--- config.mk ---
export PLATFORM = sky130hd
export DESIGN_NAME = bitmap_id_allocator_top
export DESIGN_NICKNAME = d
export VERILOG_FILES = /design/src/hw/rtl/bia_pkg.sv /design/src/hw/rtl/bia_ram.sv /design/src/hw/rtl/bitmap_id_allocator_top.sv
export SDC_FILE = /design/constraint.sdc
export NUM_CORES = 1
export LEC_CHECK = 0
export BUFFER_PORTS_ARGS = -buffer_cell sky130_fd_sc_hd__buf_4
export CAP_MARGIN = 20
export CORE_AREA = 2 2 174 159
export CTS_CLUSTER_DIAMETER = 30
export DETAILED_ROUTE_END_ITERATION = 10
export DIE_AREA = 0 0 176 161
export HOLD_SLACK_MARGIN = 0.1
export PLACE_DENSITY_LB_ADDON = 0.05
export SYNTH_ARGS = -nofsm -noshare
export SYNTH_HDL_FRONTEND = slang
export SYNTH_SLANG_ARGS = --single-unit
--- constraint.sdc ---
create_clock -name clock -period 6.86 [get_ports clock]
set_input_delay 1.029 -clock clock [delete_from_list [all_inputs] [get_ports clock]]
set_output_delay 1.029 -clock clock [all_outputs]
set_load 0.03 [all_outputs]
--- src/hw/rtl/bia_pkg.sv ---
// Shared types and codes for the bitmap identifier allocator.
package bia_pkg;

   localparam int ID_W      = 8;
   localparam int ID_BASE_W = ID_W + 1;
   localparam int ID_LIMIT  = 256;

   typedef logic [ID_W-1:0]      id_type;
   typedef logic [ID_BASE_W-1:0] id_base_type;

   typedef enum logic {
      OP_ALLOC = 1'b0,
      OP_FREE  = 1'b1
   } op_type;

   typedef enum logic [1:0] {
      ST_OK    = 2'd0,
      ST_FULL  = 2'd1,
      ST_RANGE = 2'd2
   } status_type;

endpackage

--- src/hw/rtl/bia_ram.sv ---
// Generic single-clock RAM, one write port and one registered read port.
module bia_ram #(
   parameter int WIDTH = 32,
   parameter int DEPTH = 8,
   parameter int AW    = (DEPTH > 1) ? $clog2(DEPTH) : 1
) (
   input  logic             clock,
   input  logic             wr_en,
   input  logic [AW-1:0]    wr_addr,
   input  logic [WIDTH-1:0] wr_data,
   input  logic [AW-1:0]    rd_addr,
   output logic [WIDTH-1:0] rd_data
);

   logic [WIDTH-1:0] mem [DEPTH];
   logic [WIDTH-1:0] rd_data_ff;

   always_ff @(posedge clock) begin
      if (wr_en) begin
         mem[wr_addr] <= wr_data;
      end
      rd_data_ff <= mem[rd_addr];
   end

   assign rd_data = rd_data_ff;

endmodule

--- src/hw/rtl/bitmap_id_allocator_top.sv ---
// Top level of the bitmap identifier allocator.
//
// Hands out the lowest free identifier on an allocate transaction and releases
// a given identifier on a free transaction; every request yields one response.
// Identifiers run from 0 to min(NUM_WORDS*WORD_BITS, 256)-1 and are kept as
// one bit each in a RAM of WORD_BITS-wide words, read one word per cycle.
// An allocate reads words from word 0 until one with a clear bit is found
// (all used words if the store is full); a free steps to the word holding
// the identifier and then clears its bit; an out-of-range free is answered
// straight from idle. Requests are handled one at a time and a new one
// is taken once the previous response has been accepted. A valid flag per
// word stands in for clearing the RAM, so the store is usable right after
// reset.
module bitmap_id_allocator_top
   import bia_pkg::*;
#(
   parameter int WORD_BITS = 32,
   parameter int NUM_WORDS = 8
) (
   input  logic        clock,
   input  logic        reset,
   input  logic        req_tvalid,
   output logic        req_tready,
   input  logic [7:0]  req_tdata,   // [7:0] free_id
   input  logic [0:0]  req_tuser,   // [0] op
   output logic        rsp_tvalid,
   input  logic        rsp_tready,
   output logic [15:0] rsp_tdata,   // [7:0] granted_id, [9:8] status, [15:10] zero
   output logic [0:0]  rsp_tuser    // [0] was_free_op
);

   localparam int TOTAL     = NUM_WORDS * WORD_BITS;
   localparam int CAP       = (TOTAL > ID_LIMIT) ? ID_LIMIT : TOTAL;
   localparam int USED      = (CAP + WORD_BITS - 1) / WORD_BITS;
   localparam int LAST      = USED - 1;
   localparam int LAST_BITS = CAP - LAST * WORD_BITS;
   localparam int AW        = (USED > 1) ? $clog2(USED) : 1;
   localparam int BW        = $clog2(WORD_BITS);

   localparam logic [AW-1:0]        LAST_W    = AW'(LAST);
   localparam id_base_type          CAP_V     = ID_BASE_W'(CAP);
   localparam id_base_type          WORD_STEP = ID_BASE_W'(WORD_BITS);
   localparam logic [WORD_BITS-1:0] WORD_ONE  = {{(WORD_BITS-1){1'b0}}, 1'b1};

   typedef enum logic [1:0] {
      S_IDLE,
      S_ALLOC_CHK,
      S_FREE_SEEK,
      S_FREE_MOD
   } state_type;

   state_type      state_ff, state_in;
   logic [AW-1:0]  word_ff, word_in;
   id_base_type    base_ff, base_in;
   id_type         fid_ff, fid_in;
   logic [USED-1:0] valid_ff, valid_in;

   logic           rsp_valid_ff, rsp_valid_in;
   logic           rsp_kind_ff, rsp_kind_in;
   id_type         rsp_id_ff, rsp_id_in;
   status_type     rsp_status_ff, rsp_status_in;

   logic                 req_accept;
   logic                 wr_en;
   logic [AW-1:0]        rd_addr;
   logic [WORD_BITS-1:0] wr_data;
   logic [WORD_BITS-1:0] rd_data;
   logic [WORD_BITS-1:0] word_data;
   logic [WORD_BITS-1:0] tail_mask;
   logic [WORD_BITS-1:0] alloc_view;
   logic                 zero_found;
   logic [BW-1:0]        zero_pos;
   id_base_type          grant_sum;
   id_base_type          free_off;
   id_base_type          base_next;

   bia_ram #(
      .WIDTH (WORD_BITS),
      .DEPTH (USED),
      .AW    (AW)
   ) u_bitmap (
      .clock   (clock),
      .wr_en   (wr_en),
      .wr_addr (word_ff),
      .wr_data (wr_data),
      .rd_addr (rd_addr),
      .rd_data (rd_data)
   );

   assign req_tready = (state_ff == S_IDLE) && !rsp_valid_ff;
   assign req_accept = req_tvalid && req_tready;

   assign word_data = valid_ff[word_ff] ? rd_data : '0;
   assign base_next = base_ff + WORD_STEP;
   assign grant_sum = base_ff + ID_BASE_W'(zero_pos);
   assign free_off  = {1'b0, fid_ff} - base_ff;

   // bits past the last identifier read as taken
   always_comb begin
      for (int b = 0; b < WORD_BITS; b++) begin
         tail_mask[b] = (word_ff == LAST_W) && (b >= LAST_BITS);
      end
   end

   assign alloc_view = word_data | tail_mask;
   assign zero_found = ~&alloc_view;

   always_comb begin
      zero_pos = '0;
      for (int b = WORD_BITS - 1; b >= 0; b--) begin
         if (!alloc_view[b]) begin
            zero_pos = BW'(b);
         end
      end
   end

   always_comb begin
      state_in      = state_ff;
      word_in       = word_ff;
      base_in       = base_ff;
      fid_in        = fid_ff;
      valid_in      = valid_ff;
      rsp_valid_in  = rsp_valid_ff && !rsp_tready;
      rsp_kind_in   = rsp_kind_ff;
      rsp_id_in     = rsp_id_ff;
      rsp_status_in = rsp_status_ff;
      wr_en         = 1'b0;
      wr_data       = word_data | (WORD_ONE << zero_pos);
      rd_addr       = word_ff;

      unique case (state_ff)
         S_IDLE: begin
            rd_addr = '0;
            if (req_accept) begin
               word_in = '0;
               base_in = '0;
               fid_in  = req_tdata;
               if (req_tuser[0] == OP_ALLOC) begin
                  state_in = S_ALLOC_CHK;
               end else if ({1'b0, req_tdata} >= CAP_V) begin
                  rsp_valid_in  = 1'b1;
                  rsp_kind_in   = OP_FREE;
                  rsp_id_in     = '0;
                  rsp_status_in = ST_RANGE;
               end else begin
                  state_in = S_FREE_SEEK;
               end
            end
         end
         S_ALLOC_CHK: begin
            rd_addr = (word_ff == LAST_W) ? word_ff : word_ff + AW'(1);
            if (zero_found) begin
               wr_en             = 1'b1;
               valid_in[word_ff] = 1'b1;
               rsp_valid_in      = 1'b1;
               rsp_kind_in       = OP_ALLOC;
               rsp_id_in         = grant_sum[ID_W-1:0];
               rsp_status_in     = ST_OK;
               state_in          = S_IDLE;
            end else if (word_ff == LAST_W) begin
               rsp_valid_in  = 1'b1;
               rsp_kind_in   = OP_ALLOC;
               rsp_id_in     = '0;
               rsp_status_in = ST_FULL;
               state_in      = S_IDLE;
            end else begin
               word_in = word_ff + AW'(1);
               base_in = base_next;
            end
         end
         S_FREE_SEEK: begin
            if ({1'b0, fid_ff} < base_next) begin
               state_in = S_FREE_MOD;
            end else begin
               word_in = word_ff + AW'(1);
               base_in = base_next;
            end
         end
         S_FREE_MOD: begin
            wr_en             = 1'b1;
            wr_data           = word_data & ~(WORD_ONE << free_off[BW-1:0]);
            valid_in[word_ff] = 1'b1;
            rsp_valid_in      = 1'b1;
            rsp_kind_in       = OP_FREE;
            rsp_id_in         = '0;
            rsp_status_in     = ST_OK;
            state_in          = S_IDLE;
         end
         default: begin
            state_in = S_IDLE;
         end
      endcase
   end

   always_ff @(posedge clock) begin
      if (reset) begin
         state_ff     <= S_IDLE;
         valid_ff     <= '0;
         rsp_valid_ff <= 1'b0;
      end else begin
         state_ff     <= state_in;
         valid_ff     <= valid_in;
         rsp_valid_ff <= rsp_valid_in;
      end
      word_ff       <= word_in;
      base_ff       <= base_in;
      fid_ff        <= fid_in;
      rsp_kind_ff   <= rsp_kind_in;
      rsp_id_ff     <= rsp_id_in;
      rsp_status_ff <= rsp_status_in;
   end

   assign rsp_tvalid = rsp_valid_ff;
   assign rsp_tdata  = {6'b0, rsp_status_ff, rsp_id_ff};
   assign rsp_tuser  = rsp_kind_ff;

endmodule

* Yosys cells after proc, flatten, opt, wreduce, memory -nomap -nowiden *
Memories as Yosys holds them, arrays and structs flattened. A register that Yosys moved wholly into a read port is not among the register bits.
Cells that the tools add are included.

storage, ports and cells
  bits in registers = 42
  logic and storage cells = 123
  memory bits (writable) = 256
  output and inout port bits = 19
  input bits = 13
  memories kept = 1

memory list
  name          words  width  rd ports  clocked after Yosys merged registers in  write ports  RTL line       RTL
  u_bitmap.mem  8      32     1         1                                        1            bia_ram.sv:15  logic [WIDTH-1:0] mem [DEPTH];

operators by class
  shift operators = 2
  $lt $le $gt $ge = 3
  equal/unequal tests = 11
  muxes and demuxes = 73
  bitwise gates (word level) = 4
  $add $sub $neg = 4
  reduce and logical (&&, ||, !) cells = 16

operators by type and width
  cell                                               count
  two-way mux 5 bit                                  32
  two-way mux 32 bit                                 2
  left shift 1 x 5 -> 32 bit (first input constant)  2
  two-way mux 9 bit                                  4
  AND 32 bit                                         1
  inverter 32 bit                                    1
  OR 32 bit                                          1
  one-hot mux 8 bit (2 select lines)                 2
  AND reduction 32 bit                               1
  one-hot mux 9 bit (3 select lines)                 1
  two-way mux 8 bit                                  3
  two-way mux 2 bit                                  7
  two-way mux 3 bit                                  4
  inequality test 2 bit (second input constant)      6
  adder 9 x 6 -> 9 bit (second input constant)       1
  < comparator 8 x 9 -> 1 bit                        1
  two-way mux 1 bit                                  9
  one-hot mux 3 bit (3 select lines)                 1
  adder 8 x 5 -> 8 bit                               1
  OR 8 bit                                           1
  one-hot mux 2 bit (4 select lines)                 1
  one-hot mux 1 bit (2 select lines)                 3
  one-hot mux 3 bit (2 select lines)                 1
  AND reduction 2 bit                                3
  19 further kinds                                   24

* Logic depth before layout (Yosys ltp) *
  depth in word-level cells = 38
  gate-level depth with buffers = 11
  gate-level depth less buffers = 9

* Cells and area by module *
From an unflattened synthesis, not the netlist that was laid out.

second synthesis, totals
  cell total of the unflattened synthesis = 773
  area total of the unflattened synthesis = 13595.5 µm²

by module, submodules not included
  module                   instances  cells each  area an instance (µm²)  sequential area each (µm²)
  bia_ram                  1          415         10466.3                 8328.0
  bitmap_id_allocator_top  1          358         3129.3                  970.9

* Worst setup path before layout *
OpenSTA, ideal clock, no wires.

  kind = flip-flop to flip-flop
  start point = register word_ff[1]
  end point = memory u_bitmap.mem[0][0], enable pin
  path buffers = 1
  path slack = 1.534 ns
  stages on the path, launching flop included = 8
  data arrival time = 4.825 ns
  clock period less this slack = 5.326 ns
  library setup time = 0.502 ns
  required time = 6.358 ns
  cell sequence = edfxtp_1 -> buf_6 -> and2_0 -> mux4_2 -> o31a_1 -> nand2_1 -> a21oi_1 -> nor4_1

on the way
  longest elaborated chain between the ends = 8

ends and longest elaborated chain
  item                                     RTL line                        RTL
  start: declaration                       bitmap_id_allocator_top.sv:53   logic [AW-1:0] word_ff, word_in;
  start signal: assignment                 bitmap_id_allocator_top.sv:205  word_ff <= word_in;
  binary-select mux 1 bit (select 3 bit)   bitmap_id_allocator_top.sv:93   assign word_data = valid_ff[word_ff] ? rd_data : '0;
  two-way mux 1 bit (implied by the code)  bitmap_id_allocator_top.sv:93
  two-way mux 32 bit                       bitmap_id_allocator_top.sv:93
  AND reduction 32 bit                     bitmap_id_allocator_top.sv:106  assign zero_found = ~&alloc_view;
  two-way mux 1 bit                        bitmap_id_allocator_top.sv:152  if (zero_found) begin
  one-hot mux 1 bit (2 select lines)       bitmap_id_allocator_top.sv:131  unique case (state_ff)
  two-way mux 1 bit                        bia_ram.sv:19                   if (wr_en) begin
  two-way mux 1 bit (implied by the code)  bia_ram.sv:20                   mem[wr_addr] <= wr_data;
  end: declaration                         bia_ram.sv:15

Parallel ways exist; a longest one is shown, timed or not. The select of a mux whose other input is x is not followed.

* Final worst setup path *
  start point = register word_ff[1]
  end point = memory u_bitmap.mem[0][26] (data pin)

on the way
  longest elaborated chain between the ends = 38
  elaborated cells between the ends (all ways) = 39
  those cells by class = shift (1); mux (36); bitwise (2)

ends and longest elaborated chain
  item                                       RTL line                        RTL
  binary-select mux 1 bit (select 3 bit) *   bitmap_id_allocator_top.sv:93
  two-way mux 1 bit (implied by the code) *  bitmap_id_allocator_top.sv:93
  two-way mux 32 bit *                       bitmap_id_allocator_top.sv:93
  two-way mux 5 bit (32 in series)           bitmap_id_allocator_top.sv:111  if (!alloc_view[b]) begin
  left shift 1 x 5 -> 32 bit                 bitmap_id_allocator_top.sv:128  wr_data = word_data | (WORD_ONE << zero_pos);
  OR 32 bit                                  bitmap_id_allocator_top.sv:128
  two-way mux 32 bit *                       bitmap_id_allocator_top.sv:131
  named net u_bitmap.wr_data[26]             bia_ram.sv:10                   input logic [WIDTH-1:0] wr_data,

Mark *: on every way through the listed nets, which the timed path passes. The rest lies on a longest branch. The select of a mux whose other input is x is not followed.

==> flow_summary_export.csv <==
group,metric,value,unit
sta,max_freq,236,MHz
placed_design,dp_worst_setup_slack,2700,ps
placed_design,io_buffers,24,
floorplanning,rows,57,
critical_path,worst_path_max_delay_cell,"o31ai_1",
critical_path,crit_type,"flip-flop to flip-flop",
power,p_leak,5.49,nW
clock_network,ctsRootBufferMaster,"clkbuf_16",
global_route,grt_pass1_wl,54100,um
min_path,worstHoldPathCells,1,
global_route,grt_remaining_overflow,0,
synth,ys_warn_count,0,
sta,skew,24.0,ps
critical_path,cp-end-kind,"flip-flop",
synth,netlist_instances,1092,
global_route,grt_antenna_before_repair,0,
final_layout,area_delta_synth_final,18.0,%
critical_path,path_max_fanout,35,
sta,finalSetupViolations,0,
floorplanning,dieArea,28300,sq um
clock_network,cts.path.max_buffers,3,
critical_path,rr_startpoint,"word_ff[1]",
sta,setup_ws,2620,ps
critical_path,cp.required,7090,ps
floorplanning,chipHeight,161,um
synth,synthArstFlopShare,0,
global_route,grt_start_max_net_pins,73,
final_layout,final_util,0.607,
critical_path,r2r_cells,7,
floorplanning,top_level_ports,32,
sta,report.final.slew_viol_count,0,
final_layout,fill_cells,2105,
synth,ys_ff_latch,324,
floorplanning,die_x,176,um
sta,slew_headroom,0.218,
sta,grt_setup_unrepaired,"false",
critical_path,rr_endpoint,"u_bitmap.mem[0][26]",
critical_path,crit_cells,7,
synth,syn_avg_cell_area,12.5,sq um
clock_network,clk_pin_slew,50,ps
route,drc,0,
min_path,hold_path.class,"flip-flop to flip-flop",
sta,hold_violations,0,
min_path,worstHoldEndpoint,"valid_ff[3]",
outcome,status,"complete, no violations",
clock_network,clock_latency,570,ps
floorplanning,initial_core_util,0.514,
clock_network,cts_hold_buf,0,
sta,min_period,4240,ps
route,wire_per_inst,22.8,um
route,num_vias,9139,
sta,tightest_slew,1160,ps
synth,ys_types,64,
clock_network,cts_sinks,324,
synth,synth_edf_count,281,
sta,fin_crit_sh,0.618,
route,dr.pass1.iters,5,
floorplanning,design.core.area,26600,sq um
clock_network,cts_tree,"built",
critical_path,critPathMaxStageDelay,940,ps
clock_network,postCtsResizedCells,0,
sta,fin_setup_tns,0,ps
clock_network,cts_buffers,56,
route,drt-initial-drc-count,891,
critical_path,start_kind,"flip-flop",
global_route,grt.total_usage,0.253,
synth,yosysSeqAreaShare,0.680,
route,ant_nets,0,
power,power.density,501,nW/um^2
sta,worst_hold_slack,453,ps
synth,ys.flop_type,"edfxtp_1",
critical_path,crit_buf_inv,1,
placed_design,hpwl,19400,um
power,ir_drop,0.328,mV
global_route,grt_pass1_vias,9163,
critical_path,path_delay_family,"simple AND/OR/NAND/NOR gates",
placed_design,gp_congestion,0.902,
route,vias_per_cell,5.98,
flow_run,cap_violations,0,
min_path,min_from,"valid_ff[3]",
route,wl,34900,um
critical_path,crit_arrival,4470,ps
critical_path,rrSetupSlack,2620,ps
synth,syn_area,13700,sq um
clock_network,htreeDepth,2,
final_layout,drive_gt1_frac,0.165,
final_layout,nNetsFinal,1150,
critical_path,crit_path_cell_trace,"and2b_1, mux4_2, or3_1, buf_4, nor3b_4, nand4bb_1, o31ai_1",
clock_network,post_cts_buffers,0,
## sequential cells by signal (all words and copies together), names as in the netlist
signal,cells
u_bitmap.mem,256
u_bitmap.rd_data,32
fid_ff,8
rsp_id_ff,8
valid_ff,8
base_ff,4
word_ff,3
state_ff,2
rsp_status_ff,1
rsp_tuser,1
rsp_tvalid,1
## cell families after synthesis
logic type | Yosys count | share of synthesized area
DFF | 324 | 0.680
buffers and inverters | 91 | 0.0279
other | 1 | 0.000274
adders and majority gates | 11 | 0.0101
and+or+nand+nor | 440 | 0.155
muxes | 1 | 0.00165
AOI/OAI and AO/OA | 222 | 0.124
xor gates and xnor gates | 2 | 0.00128
## report_power, final
part / total [mW] / internal [mW] / switching, mW
Combinational: 2.46 / 0.840 / 1.62
Sequential: 2.87 / 2.56 / 0.305
Clock: 2.75 / 1.84 / 0.907
## cells in the final DEF (no fill, tap or decap), types with 4 or more instances in the layout
cell / netlist / final
a211oi_1: 32 / 32
a21oi_1: 15 / 14
a311oi_1: 33 / 33
a31o_2: 33 / 33
and2_1: 13 / 12
and3_1: 36 / 36
and4_1: 4 / 4
buf_4: 8 / 44
bufinv_16: 0 / 9
clkbuf_1: 58 / 13
clkbuf_16: 0 / 56
clkinv_1: 1 / 7
clkinv_2: 0 / 8
clkinvlp_4: 0 / 8
conb_1: 1 / 7
dfxtp_1: 43 / 43
edfxtp_1: 281 / 281
ha_1: 11 / 11
inv_1: 14 / 14
nand2_1: 226 / 225
nand2b_1: 11 / 11
nand3_1: 69 / 69
nand3b_1: 5 / 5
nand4_1: 15 / 15
nor2_1: 15 / 14
nor2b_1: 10 / 10
o211ai_1: 27 / 27
o21ai_0: 29 / 29
o2bb2ai_1: 6 / 6
o311ai_0: 6 / 6
o31ai_1: 14 / 14
o31ai_2: 6 / 6
or3_1: 8 / 8
or4_1: 4 / 4
## how the worst max path moves through the flow
stage	startpoint	endpoint
final	word_ff[1]	u_bitmap.mem[0][26]
after global routing	word_ff[1]	u_bitmap.mem[3][26]
after CTS	word_ff[1]	u_bitmap.mem[1][26]
after detailed placement	word_ff[1]	u_bitmap.mem[6][26]
after global placement	word_ff[1]	u_bitmap.mem[6][27]
after floorplan	word_ff[1]	u_bitmap.mem[0][0]
## metal layers
| metal | part of all wire | wire [um] | global-route usage |
|---|---|---|---|
| met5 | 0 | 0 | 0 |
| met4 | 0.017 | 589 | 0.0657 |
| met3 | 0.062 | 2160 | 0.0468 |
| met2 | 0.47 | 16500 | 0.407 |
| met1 | 0.45 | 15600 | 0.357 |
## stage by stage
stage | cells | area [sq um] | power (mW)
final | 1528 | 16100 | 8.08
after global routing | 1527 | 16100 | 8.50
after CTS | 1524 | 16100 | 8.12
after detailed placement | 1419 | 14200 | 5.34
after global placement | 1419 | 14200 | 5.32
after floorplan | 1098 | 13700 | 4.55
## worst register-to-register path, delay by kind of cell, from the launching register on
kind	cells	cell delay, ps
compound gates	1	940
buf+inv	1	250
flops	1	820
mux	1	480
simple gates	4	1430
## area by class of cell
| type | count | area, sq um | share of cell area |
|---|---|---|---|
| Inverter | 15 | 56.3 | 0.00349 |
| Multi-Input combinational cell | 683 | 4100 | 0.254 |
| Clock buffer | 70 | 1460 | 0.0907 |
| Antenna cell | 1 | 2.50 | 0.000155 |
| Clock inverter | 35 | 435 | 0.0270 |
| Tap cell | 354 | 443 | 0.0274 |
| Timing Repair Buffer | 46 | 345 | 0.0214 |
| Sequential cell | 324 | 9300 | 0.576 |
## synthesized netlist by cell type, drive strengths merged (2+ instances only)
library cell / instances / area share
edfxtp: 281 / 0.62
nand2: 226 / 0.062
nand3: 69 / 0.025
clkbuf: 58 / 0.016
dfxtp: 43 / 0.063
and3: 36 / 0.016
a311oi: 33 / 0.021
a31o: 33 / 0.021
a211oi: 32 / 0.018
o21ai: 30 / 0.011
o211ai: 27 / 0.015
o31ai: 20 / 0.013
buf: 18 / 0.0079
a21oi: 15 / 0.0055
and2: 15 / 0.0070
nand4: 15 / 0.0069
nor2: 15 / 0.0041
inv: 14 / 0.0038
ha: 11 / 0.010
nand2b: 11 / 0.0050
nor2b: 10 / 0.0046
or3: 8 / 0.0037
nor3: 6 / 0.0022
o2bb2ai: 6 / 0.0038
o311ai: 6 / 0.0038
nand3b: 5 / 0.0027
nor3b: 5 / 0.0036
and4: 4 / 0.0026
or4: 4 / 0.0022
o21a: 3 / 0.0016
or2: 3 / 0.0014
a21boi: 2 / 0.0011
a21o: 2 / 0.0011
nand4b: 2 / 0.0013
o311a: 2 / 0.0015
or3b: 2 / 0.0013
(Power assumes the default switching activity.)
